===== config.mk =====
export PLATFORM = sky130hd
export DESIGN_NAME = indexed_lifo_stack
export DESIGN_NICKNAME = d
export VERILOG_FILES = /design/src/ils_pkg.sv /design/src/ils_ctrl.sv /design/src/ils_dp.sv /design/src/indexed_lifo_stack.sv
export SDC_FILE = /design/constraint.sdc
export NUM_CORES = 1
export LEC_CHECK = 0
export BUFFER_PORTS_ARGS = -buffer_cell sky130_fd_sc_hd__buf_4
export CELL_PAD_IN_SITES_DETAIL_PLACEMENT = 1
export CELL_PAD_IN_SITES_GLOBAL_PLACEMENT = 2
export CORE_MARGIN = 2
export CORE_UTILIZATION = 49
export CTS_CLUSTER_DIAMETER = 60
export DETAILED_ROUTE_END_ITERATION = 10
export PLACE_DENSITY_LB_ADDON = 0.1
export SYNTH_ARGS = -nofsm -noshare
export SYNTH_HDL_FRONTEND = slang
export SYNTH_SLANG_ARGS = --single-unit

===== constraint.sdc =====
create_clock -name clk -period 7.7 [get_ports clk]
set_input_delay 1.155 -clock clk [delete_from_list [all_inputs] [get_ports clk]]
set_output_delay 1.155 -clock clk [all_outputs]
set_load 0.1 [all_outputs]

===== src/ils_pkg.sv =====
// Package for the indexed LIFO stack: sizes, request/response types, codes.
// No dependencies; used by ils_ctrl, ils_dp and indexed_lifo_stack.
`timescale 1ns / 1ps

package ils_pkg;

  localparam int DEPTH   = 8;
  localparam int VALUE_W = 32;
  localparam int DEPTH_W = 4;
  localparam int FILL_W  = 4;
  localparam int ADDR_W  = (DEPTH > 1) ? $clog2(DEPTH) : 1;
  localparam int CNT_W   = $clog2(DEPTH + 1);
  localparam int CMP_W   = (CNT_W > DEPTH_W) ? CNT_W : DEPTH_W;

  typedef enum logic [1:0] {
    MODE_PUSH   = 2'd0,
    MODE_POP    = 2'd1,
    MODE_PEEK   = 2'd2,
    MODE_CHANGE = 2'd3
  } mode_t;

  typedef enum logic [1:0] {
    ST_OK        = 2'd0,
    ST_FULL      = 2'd1,
    ST_EMPTY     = 2'd2,
    ST_BAD_DEPTH = 2'd3
  } status_t;

  typedef struct packed {
    mode_t                     mode;
    logic signed [VALUE_W-1:0] value;
    logic [DEPTH_W-1:0]        depth;
  } in_req_t;

  typedef struct packed {
    logic signed [VALUE_W-1:0] data;
    status_t                   status;
    logic [FILL_W-1:0]         fill_count;
  } out_rsp_t;

  // Controller to datapath commands.
  typedef struct packed {
    logic capture;
    logic exec;
    logic load;
  } ils_cmd_t;

endpackage


===== src/ils_ctrl.sv =====
// Controller FSM for the indexed LIFO stack: request handshake and sequencing.
// Depends on ils_pkg.
`timescale 1ns / 1ps

module ils_ctrl (
  input  logic              clk,
  input  logic              rst_n,
  input  logic              in_valid,
  output logic              in_stall,
  output logic              out_valid,
  input  logic              out_stall,
  output ils_pkg::ils_cmd_t cmd
);
  import ils_pkg::*;

  typedef enum logic [2:0] {
    S_IDLE = 3'b001,
    S_EXEC = 3'b010,
    S_LOAD = 3'b100
  } state_t;

  state_t state_r, state_nxt;
  logic   out_valid_r, out_valid_nxt;

  always_comb begin
    state_nxt     = state_r;
    cmd           = '0;
    out_valid_nxt = out_valid_r && out_stall;
    case (state_r)
      S_IDLE: begin
        if (in_valid) begin
          cmd.capture = 1'b1;
          state_nxt   = S_EXEC;
        end
      end
      S_EXEC: begin
        cmd.exec  = 1'b1;
        state_nxt = S_LOAD;
      end
      S_LOAD: begin
        // wait until the output register is free or being taken
        if (!out_valid_r || !out_stall) begin
          cmd.load      = 1'b1;
          out_valid_nxt = 1'b1;
          state_nxt     = S_IDLE;
        end
      end
      default: state_nxt = S_IDLE;
    endcase
  end

  always_ff @(posedge clk) begin
    if (!rst_n) begin
      state_r     <= S_IDLE;
      out_valid_r <= 1'b0;
    end else begin
      state_r     <= state_nxt;
      out_valid_r <= out_valid_nxt;
    end
  end

  assign in_stall  = (state_r != S_IDLE);
  assign out_valid = out_valid_r;

`ifndef SYNTHESIS
  a_accept_to_exec: assert property (@(posedge clk) disable iff (!rst_n)
    (in_valid && !in_stall) |=> (state_r == S_EXEC))
    else $error("accepted request did not enter execute");

  a_exec_to_load: assert property (@(posedge clk) disable iff (!rst_n)
    (state_r == S_EXEC) |=> (state_r == S_LOAD))
    else $error("execute not followed by load");

  a_load_gives_valid: assert property (@(posedge clk) disable iff (!rst_n)
    cmd.load |=> out_valid)
    else $error("load did not raise out_valid");

  a_load_waits: assert property (@(posedge clk) disable iff (!rst_n)
    (state_r == S_LOAD && out_valid_r && out_stall) |=> (state_r == S_LOAD))
    else $error("result overwritten while output stalled");
`endif

endmodule


===== src/ils_dp.sv =====
// Datapath for the indexed LIFO stack: request register, entry store, count,
// status decode and output register. Depends on ils_pkg.
`timescale 1ns / 1ps

module ils_dp (
  input  logic              clk,
  input  logic              rst_n,
  input  ils_pkg::ils_cmd_t cmd,
  input  ils_pkg::in_req_t  in_req,
  output ils_pkg::out_rsp_t out_rsp
);
  import ils_pkg::*;

  logic [VALUE_W-1:0] mem [DEPTH];

  in_req_t            req_r;
  logic [CNT_W-1:0]   count_r, count_nxt;
  logic [VALUE_W-1:0] rd_data_r;
  status_t            res_status_r;
  logic               res_rd_r;
  out_rsp_t           out_rsp_r;

  status_t            st;
  logic               we;
  logic               rd_ok;
  logic [ADDR_W-1:0]  addr;
  logic [CMP_W-1:0]   cnt_ext;
  logic [CMP_W-1:0]   dep_ext;

  always_comb begin
    cnt_ext   = CMP_W'(count_r);
    dep_ext   = CMP_W'(req_r.depth);
    st        = ST_OK;
    we        = 1'b0;
    rd_ok     = 1'b0;
    count_nxt = count_r;
    addr      = ADDR_W'(cnt_ext - dep_ext);
    case (req_r.mode)
      MODE_PUSH: begin
        if (count_r >= CNT_W'(DEPTH)) begin
          st = ST_FULL;
        end else begin
          we        = 1'b1;
          addr      = ADDR_W'(count_r);
          count_nxt = count_r + 1'b1;
        end
      end
      default: begin
        if (count_r == '0) begin
          st = ST_EMPTY;
        end else if (req_r.mode == MODE_POP) begin
          addr      = ADDR_W'(count_r - 1'b1);
          count_nxt = count_r - 1'b1;
          rd_ok     = 1'b1;
        end else if (dep_ext == '0 || dep_ext > cnt_ext) begin
          st = ST_BAD_DEPTH;
        end else if (req_r.mode == MODE_PEEK) begin
          rd_ok = 1'b1;
        end else begin
          we = 1'b1;
        end
      end
    endcase
  end

  always_ff @(posedge clk) begin
    if (cmd.capture) begin
      req_r <= in_req;
    end
  end

  // entry store with registered read
  always_ff @(posedge clk) begin
    if (cmd.exec) begin
      if (we) begin
        mem[addr] <= req_r.value;
      end
      rd_data_r <= mem[addr];
    end
  end

  always_ff @(posedge clk) begin
    if (!rst_n) begin
      count_r <= '0;
    end else if (cmd.exec) begin
      count_r <= count_nxt;
    end
  end

  always_ff @(posedge clk) begin
    if (cmd.exec) begin
      res_status_r <= st;
      res_rd_r     <= rd_ok;
    end
  end

  always_ff @(posedge clk) begin
    if (cmd.load) begin
      out_rsp_r.data       <= res_rd_r ? rd_data_r : '0;
      out_rsp_r.status     <= res_status_r;
      out_rsp_r.fill_count <= FILL_W'(count_r);
    end
  end

  assign out_rsp = out_rsp_r;

`ifndef SYNTHESIS
  a_count_bound: assert property (@(posedge clk) disable iff (!rst_n)
    count_r <= CNT_W'(DEPTH))
    else $error("fill count beyond depth");

  a_push_grows: assert property (@(posedge clk) disable iff (!rst_n)
    (cmd.exec && req_r.mode == MODE_PUSH && st == ST_OK)
      |=> (count_r == $past(count_r) + 1'b1))
    else $error("accepted push did not grow the stack");

  a_refused_holds: assert property (@(posedge clk) disable iff (!rst_n)
    (cmd.exec && st != ST_OK) |=> (count_r == $past(count_r)))
    else $error("refused request changed the count");
`endif

endmodule


===== src/indexed_lifo_stack.sv =====
// Top level of the indexed LIFO stack: controller plus datapath.
// Depends on ils_pkg, ils_ctrl and ils_dp.
`timescale 1ns / 1ps

// A stack of DEPTH (8) signed 32-bit words with push, pop, peek at depth and
// change at depth (depth 1 is the top). Every request returns one response
// with the popped or peeked word (zero otherwise), a status (ok, full, empty,
// bad depth) and the fill count after the request; refused requests change
// nothing. A request passes through accept, an execute step that reads or
// writes the entry store at a single address and updates the count, and a
// load step that moves the registered read into the output register once it
// is free. in_stall is low only between requests, so no request is taken
// until the last one is loaded. The response sits in an output register, so
// a new request is accepted while the previous response still waits behind
// out_stall. Only written entries are returned, so no reset clear is needed.
module indexed_lifo_stack (
  input  logic              clk,
  input  logic              rst_n,
  input  logic              in_valid,
  output logic              in_stall,
  input  ils_pkg::in_req_t  in_req,
  output logic              out_valid,
  input  logic              out_stall,
  output ils_pkg::out_rsp_t out_rsp
);
  import ils_pkg::*;

  ils_cmd_t cmd;

  ils_ctrl u_ctrl (
    .clk       (clk),
    .rst_n     (rst_n),
    .in_valid  (in_valid),
    .in_stall  (in_stall),
    .out_valid (out_valid),
    .out_stall (out_stall),
    .cmd       (cmd)
  );

  ils_dp u_dp (
    .clk     (clk),
    .rst_n   (rst_n),
    .cmd     (cmd),
    .in_req  (in_req),
    .out_rsp (out_rsp)
  );

endmodule


=== After elaboration in Yosys (flattened, before gate mapping) ===
Memory sizes are Yosys's and may differ from the RTL's. A register that Yosys moved wholly into a read port is not among the register bits.
Cells that the tools add are included.

* Register bits after elaboration: 87
* Memory bits (writable): 256
* Input port bits: 42
* Memories kept: 1

{| class="wikitable"
|+ Memory list
! name !! words !! bits a word !! read ports !! clocked after Yosys merged registers in !! wr ports !! RTL line !! text
|-
| u_dp.mem || 8 || 32 || 1 || 1 || 1 || ils_dp.sv:14 || <nowiki>logic [VALUE_W-1:0] mem [DEPTH];</nowiki>
|}

* Add/subtract/negate cells: 3
* Magnitude comparators: 2
* Equal/unequal tests: 10
* Muxes and demuxes: 35
* Reduce and logical (&&, ||, !) cells: 12

{| class="wikitable"
|+ Operators with widths
! cell !! number
|-
| $mux 1 || 20
|-
| $mux 3 || 6
|-
| $mux 4 || 4
|-
| $pmux 3 s3 || 1
|-
| $logic_not 4->1 || 2
|-
| $mux 2 || 4
|-
| $ne 2x2->1 const B || 3
|-
| $add 4x1->4 const B || 1
|-
| $ge 4x4->1 const B || 1
|-
| $gt 4x4->1 || 1
|-
| $reduce_and 4->1 || 1
|-
| $sub 4x1->4 const B || 1
|-
| $eq 3x1->1 const B || 1
|-
| $eq 3x2->1 const B || 1
|-
| $eq 3x3->1 const B || 1
|-
| $ne 3x1->1 const B || 1
|-
| $sub 3x3->3 || 1
|-
| $eq 2x1->1 const B || 1
|-
| $eq 2x2->1 const B || 1
|-
| $logic_not 1->1 || 2
|-
| $logic_not 2->1 || 1
|-
| $logic_or 1x1->1 || 2
|-
| $ne 2x1->1 const B || 1
|-
| $reduce_and 2->1 || 1
|-
| other kinds (3) || 3
|}

=== Logic depth before layout (Yosys ltp) ===
Gate-level depths: netlist of the first run.

* Depth after elaboration: 9
* Mapped depth: 11
* Gate-level depth less buffers: 9

=== By module ===
From an unflattened synthesis of the first run, not the netlist that was laid out.

* Cell total of the unflattened synthesis: 1,052
* Area, all modules: 15,658.8 sq um

{| class="wikitable"
|+ By module, submodules not included
! module !! times used !! cells an instance !! area an instance (sq um)
|-
| ils_dp || 1 || 1,033 || 15,476.1
|-
| ils_ctrl || 1 || 19 || 182.7
|}

=== Worst setup path before layout of the first run ===
Ideal clock, no wire load.

* Kind: register to register
* Start point: register u_dp.count_r[0], in the netlist u_dp.cnt_ext[0]
* End point: memory u_dp.mem[1][0] (enable)
* Library setup time: 0.470 ns
* Arrival: 4.664 ns
* Required time: 7.230 ns
* Setup slack: 2.566 ns
* Stages on the path, launching flop included: 12
* Buffers on the path: 2
* Period minus slack after synthesis: 5.134 ns
* Cell sequence: dfxtp_1 -> inv_1 -> ha_1 -> inv_1 -> fa_1 -> xor2_1 -> a211o_1 -> o221ai_1 -> clkbuf_1 -> clkbuf_1 -> nand2_1 -> a211oi_1

* Cells in the longest elaborated chain, start to end: 9
* Elaborated cells on any way between the ends: 18

{| class="wikitable"
|+ Ends and longest elaborated chain
! what !! RTL line !! text
|-
| start: declaration || ils_dp.sv:17 || <nowiki>logic [CNT_W-1:0] count_r, count_nxt;</nowiki>
|-
| start signal: assignment || ils_dp.sv:86 || <nowiki>count_r <= count_nxt;</nowiki>
|-
| $gt 4x4->1 || ils_dp.sv:55 || <nowiki>end else if (dep_ext == '0 || dep_ext > cnt_ext) begin</nowiki>
|-
| $logic_or 1x1->1 || ils_dp.sv:55 ||
|-
| $mux 1 || ils_dp.sv:55 ||
|-
| $mux 1 || ils_dp.sv:51 || <nowiki>end else if (req_r.mode == MODE_POP) begin</nowiki>
|-
| $mux 1 || ils_dp.sv:49 || <nowiki>if (count_r == '0) begin</nowiki>
|-
| $mux 1 || ils_dp.sv:38 || <nowiki>case (req_r.mode)</nowiki>
|-
| $mux 1 || ils_dp.sv:75 || <nowiki>if (we) begin</nowiki>
|-
| $mux 1 || ils_dp.sv:74 || <nowiki>if (cmd.exec) begin</nowiki>
|-
| $mux 1 (implied by the code) || ils_dp.sv:76 || <nowiki>mem[addr] <= req_r.value;</nowiki>
|-
| end: declaration || ils_dp.sv:14 ||
|}

Several ways; a longest one is shown, not always the timed one.

=== Final worst setup path of the first run ===
* Start point: register u_ctrl.state_r[1]
* End point: memory u_dp.mem[0][30] (enable)

* Cells in the longest elaborated chain, start to end: 4

{| class="wikitable"
|+ Ends and longest elaborated chain
! what !! RTL line !! text
|-
| start: declaration || ils_ctrl.sv:22 || <nowiki>state_t state_r, state_nxt;</nowiki>
|-
| start signal: assignment || ils_ctrl.sv:57 || <nowiki>state_r <= state_nxt;</nowiki>
|-
| $eq 3x2->1 || ils_ctrl.sv:29 || <nowiki>case (state_r)</nowiki>
|-
| $mux 1 || ils_ctrl.sv:29 ||
|-
| $mux 1 || ils_dp.sv:74 ||
|-
| $mux 1 (implied by the code) || ils_dp.sv:76 ||
|}

Every way passes these cells.

==> results.py, run 1 <==
metrics = {
    "global_route": {
        "grt_pass1_vias": 9172,
        "gr-usage-all-layers_pct": 22.9,
        "antenna_found_initial": 1,
        "grt.overflow.total": 0,
        "grt_max_degree": 117,
        "grt_pass1_wl_um": 54200,
    },
    "die": {
        "die_y_um": 177,
        "die_x_um": 177,
        "core_um2": 29600,
        "rows": 63,
        "start_util_pct": 49.6,
        "dieArea_um2": 31300,
        "io_pins": 82,
    },
    "layout": {
        "multi_input_area_um2": 3220,
        "n_antenna_cell": 0,
        "layout.nets": 994,
        "area.sequential_um2": 11200,
        "nFillCells": 2658,
        "drive_above_1_share_pct": 18.7,
        "area_delta_synth_final_pct": 16.0,
    },
    "synthesis": {
        "syn_area_um2": 14700,
        "synthDominantCellAreaShare_pct": 75.2,
        "ys.flop_type": "edfxtp_1",
        "synthArstFlopShare_pct": 0,
        "ys_types": 49,
        "synthesis.nets": 930,
        "yosysWarnings": 0,
        "syn_inst": 879,
        "yosysSeqAreaShare_pct": 76.3,
        "synth_seq_cells": 375,
        "avgSynthCellArea_um2": 16.7,
        "synth-edff-count": 367,
        "yosys.area.top_type": "edfxtp_1",
        "yosys-top-cells-area": "edfxtp_1 75%, a2111oi_0 7.6%, and3_1 5.5%",
        "yosysMostFrequentCell": "edfxtp_1",
        "ys_top_cells_by_count": "367 x edfxtp_1, 129 x and3_1, 128 x a2111oi_0",
    },
    "timing": {
        "hold_violations": 0,
        "setup_viol": 0,
        "slew_viol_final": 0,
        "clock_skew_ns": 0.0238,
        "maxSlewHeadroom_pct": 12.8,
        "tns_ns": 0,
        "max_slew.worst_pin.slew_ns": 1.30,
        "finalCritPeriodShare_pct": 64.2,
        "finalCriticalPeriod_ns": 4.94,
        "max_clock_freq_mhz": 202,
        "rsz0062_at_grt": "no",
    },
    "drt": {
        "drt-total-wl_um": 35100,
        "num_vias": 8418,
        "drc": 0,
        "wire_per_inst_um": 25.7,
        "vias_per_cell": 6.17,
        "drtIter0Drc": 696,
        "ant_nets": 0,
        "first_pass_iters": 5,
    },
    "critical_path": {
        "cp_max_fo": 24,
        "r2r_cells": 7,
        "ff2ff_setup_slack_ns": 2.76,
        "end_kind": "flop",
        "startpoint_type": "flop",
        "reg2reg_to": "u_dp.mem[0][30]",
        "worst-endpoint-required_ns": 7.91,
        "worstSetupPathType": "reg -> reg",
        "crit_arrival_ns": 5.15,
        "rr_startpoint": "u_ctrl.state_r[1]",
    },
    "cts": {
        "cts_buffers": 40,
        "cts_tree": "yes",
        "ctsResizeCount": 0,
        "hold_buffers": 0,
        "clkSinkCount": 375,
        "clk_latency_ns": 0.53,
        "cts_max_level": 2,
        "cts_buffer_depth": 3,
        "clockRootBuffer": "clkbuf_16",
        "post_cts.repair.setup_buffers": 0,
        "clk_pin_slew_worst_paths_ns": 0.06,
    },
    "pwr": {
        "power_mw": 4.59,
        "power_density_nw_per_um2": 270,
        "ir_drop_mv": 0.226,
        "leakage_nw": 5.68,
    },
    "job": {
        "maxCapViolations": 0,
    },
    "hold_path": {
        "hold_path_depth": 0,
        "hold_start": "u_dp.res_status_r[1]",
        "hp-class": "reg -> reg",
        "hold-path-endpoint": "u_dp.out_rsp[5]",
    },
    "run_status": {
        "status": "finished, final reports clean",
    },
    "place": {
        "place_congestion": 0.813,
        "dp_hpwl_um": 19300,
        "port_buffers": 81,
    },
}
## how the worst max path moves through the flow
stage / from / cells past startpoint / endpoint
finish: u_ctrl.state_r[1] / 7 / u_dp.mem[0][30]
global placement: u_ctrl.state_r[1] / 7 / u_dp.mem[0][2]
global route: u_ctrl.state_r[1] / 7 / u_dp.mem[0][30]
CTS: u_ctrl.state_r[1] / 7 / u_dp.mem[0][28]
detailed placement: u_ctrl.state_r[1] / 7 / u_dp.mem[0][3]
floorplan: u_dp.cnt_ext[0] / 11 / u_dp.mem[1][0]
## placed cells by master, fill, tap and decap left out, types with 2 or more instances in the layout
cell / Yosys / final
nor3b_1: 4 / 4
xor2_1: 2 / 2
clkinv_4: 0 / 2
and3_1: 129 / 129
bufinv_16: 0 / 5
clkbuf_16: 0 / 42
xnor2_1: 4 / 4
a2111oi_0: 128 / 128
nand2b_1: 3 / 3
ha_1: 8 / 8
a211oi_4: 0 / 8
nor2b_1: 5 / 5
o21ai_0: 2 / 2
a21boi_0: 2 / 2
clkbuf_1: 46 / 5
dfxtp_1: 8 / 8
clkinv_2: 0 / 10
edfxtp_1: 367 / 367
nor4_1: 34 / 34
nor2_1: 8 / 7
mux2i_1: 3 / 3
and2_1: 38 / 38
nand2_1: 8 / 8
or3b_2: 2 / 2
clkinv_1: 0 / 8
buf_4: 3 / 100
inv_1: 10 / 10
a21oi_1: 6 / 5
## layout make-up
class | count | area share, %
inverter | 10 | 0.221
clock inverter | 26 | 1.55
clock buffer | 47 | 6.29
tap | 390 | 2.87
timing repair buffer | 100 | 4.41
sequential | 375 | 65.7
multi-input combinational | 416 | 18.9
## routing by layer
metal	wire length, µm	up-vias	GRT usage (%)
li1	-	3766	-
met1	15000	4384	30.9
met2	17800	212	38.7
met3	1590	56	3.50
met4	727	0	6.54
met5	0	-	0
## per-stage QoR
| stage | instances | instance area [µm²] | worst slack, ns | hold slack [ns] | utilization [%] |
|---|---|---|---|---|---|
| 4_1_cts | 1364 | 17000 | 2.70 | 0.426 | 57.6 |
| 5_1_grt | 1364 | 17000 | 2.45 | 0.440 | 57.6 |
| 3_3_place_gp | 1291 | 15700 | 2.91 | 0.410 | 53.0 |
| 2_1_floorplan | 879 | 14700 | 2.57 | 0.400 | - |
| 3_5_place_dp | 1291 | 15700 | 2.69 | 0.412 | 53.0 |
| 6_report | 1364 | 17000 | 2.76 | 0.422 | 57.6 |
## sequential cells by signal, indices dropped and copies added (netlist names)
name	cells
u_dp.out_rsp	38
u_dp.req_r	34
u_dp.rd_data_r	32
u_ctrl.out_valid	1
u_dp.mem	256
u_ctrl.state_r	3
u_dp.cnt_ext	4
u_dp.res_status_r	2
u_dp.res_rd_r	1
u_dp.dep_ext	4
## power by group
group | total [mW] | internal, mW | switching (mW)
logic | 0.339 | 0.101 | 0.238
clock network | 1.94 | 1.16 | 0.772
registers | 2.32 | 2.28 | 0.0341
## worst max-delay path, cell delays in order (launching register included)
cell	delay, ns
dfxtp_1	0.43
or3b_2	0.52
inv_1	0.48
buf_4	0.50
and3_1	0.22
nand4_1	0.69
a211oi_4	1.33
buf_4	0.42
## cells by family after synthesis
| family | count (synthesis) | share of synthesized area [%] |
|---|---|---|
| XOR/XNOR | 6 | 0.358 |
| multiplexers | 5 | 0.435 |
| AO/OA/AOI/OAI | 157 | 9.16 |
| flip-flops | 375 | 76.3 |
| buffers and inverters | 88 | 2.94 |
| adder cells (fa/ha/maj) | 9 | 0.819 |
| AND/OR/NAND/NOR | 239 | 10.0 |
Power figures use the tool's default switching activity.
==> run 2, diff against run 1 <==
ABC_AREA = 1   (was not set)
CORE_UTILIZATION = 42   (was 49)
clock period = 5 ns   (was 7.7 ns; I/O delays follow)
==> results.py, run 2 <==
metrics = {
    "synthesis": {
        "synthDominantCellAreaShare_pct": 69.9,
        "syn_area_um2": 15800,
        "yosys.area.top_type": "edfxtp_1",
        "avgSynthCellArea_um2": 11.9,
        "yosys-top-cells-area": "edfxtp_1 70%, nand2_1 7.0%, nand3b_1 6.0%",
        "ys_types": 29,
        "synth-edff-count": 367,
        "ys.flop_type": "edfxtp_1",
        "syn_inst": 1320,
        "yosysSeqAreaShare_pct": 70.9,
        "yosysWarnings": 0,
        "synth_seq_cells": 375,
        "ys_top_cells_by_count": "367 x edfxtp_1, 295 x nand2_1, 247 x inv_1",
        "synthArstFlopShare_pct": 0,
        "synthesis.nets": 1371,
        "yosysMostFrequentCell": "edfxtp_1",
    },
    "timing": {
        "fin_ws_ns": 1.56,
        "hold_slack_ns": 0.362,
        "clock_skew_ns": 0.0214,
        "setup_viol": 0,
        "maxSlewHeadroom_pct": 28.5,
        "rsz0062_at_grt": "no",
        "hold_violations": 0,
        "max_clock_freq_mhz": 291,
        "tns_ns": 0,
        "max_slew.worst_pin.slew_ns": 1.07,
        "slew_viol_final": 0,
        "finalCriticalPeriod_ns": 3.44,
        "finalCritPeriodShare_pct": 68.7,
    },
    "cts": {
        "clockRootBuffer": "clkbuf_16",
        "post_cts.repair.setup_buffers": 0,
        "cts_buffer_depth": 3,
        "cts_tree": "yes",
        "clk_pin_slew_worst_paths_ns": 0.06,
        "cts_buffers": 42,
        "cts_max_level": 2,
        "clk_latency_ns": 0.56,
        "ctsResizeCount": 0,
        "hold_buffers": 0,
        "clkSinkCount": 375,
    },
    "critical_path": {
        "startpoint_type": "flop",
        "rr_startpoint": "u_dp.cnt_ext[0]",
        "end_kind": "flop",
        "worstSetupStartpoint": "u_dp.cnt_ext[0]",
        "cp_max_fo": 45,
        "crit_arrival_ns": 3.62,
        "worstSetupPathType": "reg -> reg",
        "worst-endpoint-required_ns": 5.19,
    },
    "die": {
        "core_um2": 36800,
        "start_util_pct": 42.9,
        "die_y_um": 198,
        "die_x_um": 198,
        "dieArea_um2": 39100,
        "rows": 70,
        "io_pins": 82,
    },
    "drt": {
        "first_pass_iters": 6,
        "drtIter0Drc": 399,
        "vias_per_cell": 4.98,
        "ant_nets": 0,
        "num_vias": 9464,
        "drc": 0,
        "drt-total-wl_um": 36400,
        "wire_per_inst_um": 19.1,
    },
    "pwr": {
        "power_mw": 7.05,
        "leakage_nw": 7.35,
        "ir_drop_mv": 0.226,
        "power_density_nw_per_um2": 390,
    },
    "layout": {
        "largest-register": "u_dp.mem",
        "most-common-layout-cells": "367 x edfxtp_1, 295 x nand2_1, 246 x inv_1, 138 x nand3_1, 126 x nand3b_1",
        "largest_register_ffs": 256,
        "drive_above_1_share_pct": 13.0,
        "layout.nets": 1458,
        "final_common_cell": "edfxtp_1",
        "n_antenna_cell": 0,
        "area_delta_synth_final_pct": 14.8,
    },
    "global_route": {
        "grt_pass1_wl_um": 57500,
        "grt_max_degree": 129,
        "grt_pass1_vias": 10100,
        "gr-usage-all-layers_pct": 19.5,
        "antenna_found_initial": 0,
        "grt.overflow.total": 0,
    },
    "job": {
        "maxCapViolations": 0,
    },
    "hold_path": {
        "hp-class": "in -> reg",
        "hold_start": "in_req[21]",
    },
    "place": {
        "place_congestion": 0.752,
        "dp_slack_ns": 1.50,
        "dp_hpwl_um": 20500,
        "port_buffers": 81,
    },
    "run_status": {
        "status": "finished, final reports clean",
    },
}
-- run 2: cell types whose count changed after synthesis, moves of 38 or more --
cell,change
a2111oi_0,-128
and2_1,-38
and3_1,-128
clkbuf_1,-43
inv_1,+237
nand2_1,+287
nand3_1,+137
nand3b_1,+126
-- run 2: layout make-up --
cell class                 count  area, µm²
clock buffer                  59       1130
sequential                   375      11200
tap                          468        586
clock inverter                11       96.3
fill                        3858      18700
timing repair buffer         103        798
multi-input combinational    631       3350
inverter                     254        953
-- run 2: cells by family after synthesis --
group / share of synthesized area, %
AND/OR/NAND/NOR: 19.1
flip-flops: 70.9
buffers and inverters: 8.39
AO/OA/AOI/OAI: 0.889
adder cells (fa/ha/maj): 0.762
-- run 2: critical path, cell delays in order (launching register included) --
cell	delay (ns)
dfxtp_1	0.45
inv_1	0.17
ha_1	0.28
nand2_4	0.14
nand2_4	0.07
nand2_1	0.10
nand3_4	0.47
nand2_4	0.53
inv_2	0.17
nor3_4	0.19
buf_4	0.47
-- run 2: metal layers --
metal  part of all wire [%]  GRT usage (%)  vias up
li1                       -              -     4559
met1                     44           24.8     4714
met5                      0              0        -
met4                    1.8           5.49        0
met2                     50           34.2      142
met3                    3.9           3.36       49
-- run 2: final timing paths --
kind / to / slack, ns / cells after the start
worst max-delay path: u_dp.mem[6][21] / 1.56 / 10
worst min-delay path: u_dp.req_r[21] / 0.36 / 1
worst max register to register: u_dp.mem[6][21] / 1.56 / 10
worst min register to register: u_dp.out_rsp[5] / 0.42 / 0
-- run 2: power by group --
group | switching, mW | internal, mW
Clock | 1.20 | 1.63
Combinational | 0.455 | 0.177
Sequential | 0.0563 | 3.54
-- run 2: metrics by stage --
step                      area [µm²]  instances  util [%]
after floorplan                15800       1320         -
after global placement         16900       1831      45.9
after detailed placement       16900       1831      45.9
after CTS                      18100       1901      49.2
after global routing           18100       1901      49.2
final                          18100       1901      49.2
==> run 3, diff against run 2 <==
ABC_AREA = 0   (was 1)
CORE_UTILIZATION = 41   (was 42)
clock period = 3.1 ns   (was 5 ns; I/O delays follow)
==> results.py, run 3 (synthesis gave the netlist of run 1 again) <==
metrics = {
    "run_status": {
        "status": "finished, final reports clean",
    },
    "place": {
        "dp_slack_ns": -0.232,
        "dp_hpwl_um": 20900,
        "place_congestion": 0.754,
        "port_buffers": 81,
    },
    "layout": {
        "area_delta_synth_final_pct": 20.3,
        "most-common-layout-cells": "367 x edfxtp_1, 129 x and3_1, 126 x a2111oi_0, 113 x buf_4, 44 x clkbuf_16",
        "largest-register": "u_dp.mem",
        "drive_above_1_share_pct": 22.2,
        "layout.nets": 1034,
        "n_antenna_cell": 0,
        "final_common_cell": "edfxtp_1",
        "largest_register_ffs": 256,
    },
    "drt": {
        "ant_nets": 0,
        "num_vias": 8481,
        "drc": 0,
        "drtIter0Drc": 647,
        "first_pass_iters": 5,
        "wire_per_inst_um": 25.4,
        "drt-total-wl_um": 37200,
        "vias_per_cell": 5.78,
    },
    "die": {
        "die_x_um": 193,
        "start_util_pct": 41.4,
        "dieArea_um2": 37300,
        "core_um2": 35400,
        "io_pins": 82,
        "rows": 69,
        "die_y_um": 193,
    },
    "critical_path": {
        "crit_path_frequent_cell": "inv_1",
        "cp_slowest_cell": "nor4_1",
        "worstSetupPathType": "reg -> reg",
        "worst-endpoint-required_ns": 3.36,
        "crit_arrival_ns": 3.25,
        "cp_max_fo": 19,
        "crit_chain": "inv_1, ha_1, inv_1, fa_1, mux2i_1, a221oi_4, buf_4, buf_12, a2111oi_0, nor4_1",
        "end_kind": "flop",
        "startpoint_type": "flop",
        "max_stage_delay_ns": 0.55,
    },
    "job": {
        "maxCapViolations": 0,
    },
    "timing": {
        "slew_viol_final": 0,
        "hold_violations": 0,
        "clock_skew_ns": 0.0187,
        "tns_ns": 0,
        "maxSlewHeadroom_pct": 37.4,
        "fin_ws_ns": 0.113,
        "max_slew.worst_pin.slew_ns": 0.939,
        "max_clock_freq_mhz": 335,
        "setup_viol": 0,
        "finalCriticalPeriod_ns": 2.99,
        "finalCritPeriodShare_pct": 96.4,
    },
    "global_route": {
        "gr-usage-all-layers_pct": 20.2,
        "grt_max_degree": 55,
        "grt.overflow.total": 0,
        "grt_pass1_wl_um": 56100,
        "antenna_found_initial": 1,
        "grt_pass1_vias": 9118,
    },
    "pwr": {
        "seqPwrFrac_pct": 50.9,
        "switchingPower_mw": 2.58,
        "switching_share_pct": 22.9,
        "power_density_nw_per_um2": 640,
        "p_clk_share_pct": 40.5,
        "ir_drop_mv": 0.435,
        "leakage_nw": 5.91,
        "intPower_mw": 8.71,
        "p_comb_share_pct": 8.6,
    },
    "cts": {
        "clkSinkCount": 375,
        "clk_pin_slew_worst_paths_ns": 0.06,
        "cts_max_level": 2,
        "cts_buffers": 41,
        "clk_latency_ns": 0.54,
        "cts_buffer_depth": 3,
        "cts_tree": "yes",
        "clockRootBuffer": "clkbuf_16",
    },
    "hold_path": {
        "hp-class": "in -> reg",
    },
}
[run 3: cell count changes in the layout (fill, tap and decap cells not counted), sizes merged, moves of 11 or more]
cell,before,now
a2111oi,0,129
and2,0,38
and3,1,129
buf,103,137
clkbuf,59,48
inv,256,9
nand2,301,9
nand3,141,1
nand3b,126,0
nor3,12,0
nor4,0,34
[run 3: final timing paths]
kind | startpoint | end | slack, ns | depth (start not counted)
max | u_dp.cnt_ext[0] | u_dp.rd_data_r[29] | 0.11 | 10
min | in_req[24] | u_dp.req_r[24] | 0.1 | 1
max reg2reg | u_dp.cnt_ext[0] | u_dp.rd_data_r[29] | 0.11 | 10
min reg2reg | u_dp.res_status_r[1] | u_dp.out_rsp[5] | 0.42 | 0
[run 3: layout make-up]
type,count,area [µm²]
clock buffer,46,1070
clock inverter,20,180
fill,3361,17800
inverter,10,41.3
multi-input combinational,416,3250
sequential,375,11200
tap,461,577
timing repair buffer,139,1340
[run 3: power by group through the flow]
| stage | registers, mW | clock network [mW] | logic [mW] |
|---|---|---|---|
| 2_1_floorplan | 5.82 | 0 | 0.571 |
| 3_3_place_gp | 5.85 | 0 | 0.884 |
| 3_5_place_dp | 5.85 | 0 | 0.917 |
| 4_1_cts | 5.75 | 4.72 | 0.931 |
| 5_1_grt | 5.76 | 4.89 | 1.05 |
| 6_report | 5.75 | 4.58 | 0.970 |
[run 3: per-layer routing]
layer / up-vias / part of all wire (%) / GRT usage, %
met5: - / 0 / 0
met4: 0 / 1.8 / 5.42
met3: 56 / 3.8 / 3.15
met2: 173 / 49 / 34.0
met1: 4419 / 45 / 27.4
li1: 3833 / - / -
[run 3: repair_timing]
item                       CTS  global route
pin swaps                    3             6
setup endpoints to repair    6            19
cloned                       0             2
hold buffers                 0             0
buffers inserted             0             5
resized for setup            9             9
[run 3: metrics by stage]
stage / power [mW] / hold slack (ns) / util (%) / cell area [µm²] / instances
after floorplan: 6.39 / 0.400 / - / 14800 / 879
after global placement: 6.73 / 0.406 / 45.9 / 16200 / 1394
after detailed placement: 6.77 / 0.409 / 45.9 / 16200 / 1394
after CTS: 11.4 / 0.0743 / 49.5 / 17500 / 1460
after global routing: 11.7 / 0.0766 / 49.8 / 17600 / 1467
final: 11.3 / 0.0997 / 49.8 / 17600 / 1467
[run 3: critical path, delay by kind of cell (launching register included)]
kind / cells / cell delay [ns]
buf+inv: 4 / 0.52
simple gates: 1 / 0.55
mux: 1 / 0.14
flops: 1 / 0.31
compound gates: 2 / 0.47
fa+ha+maj: 2 / 0.70
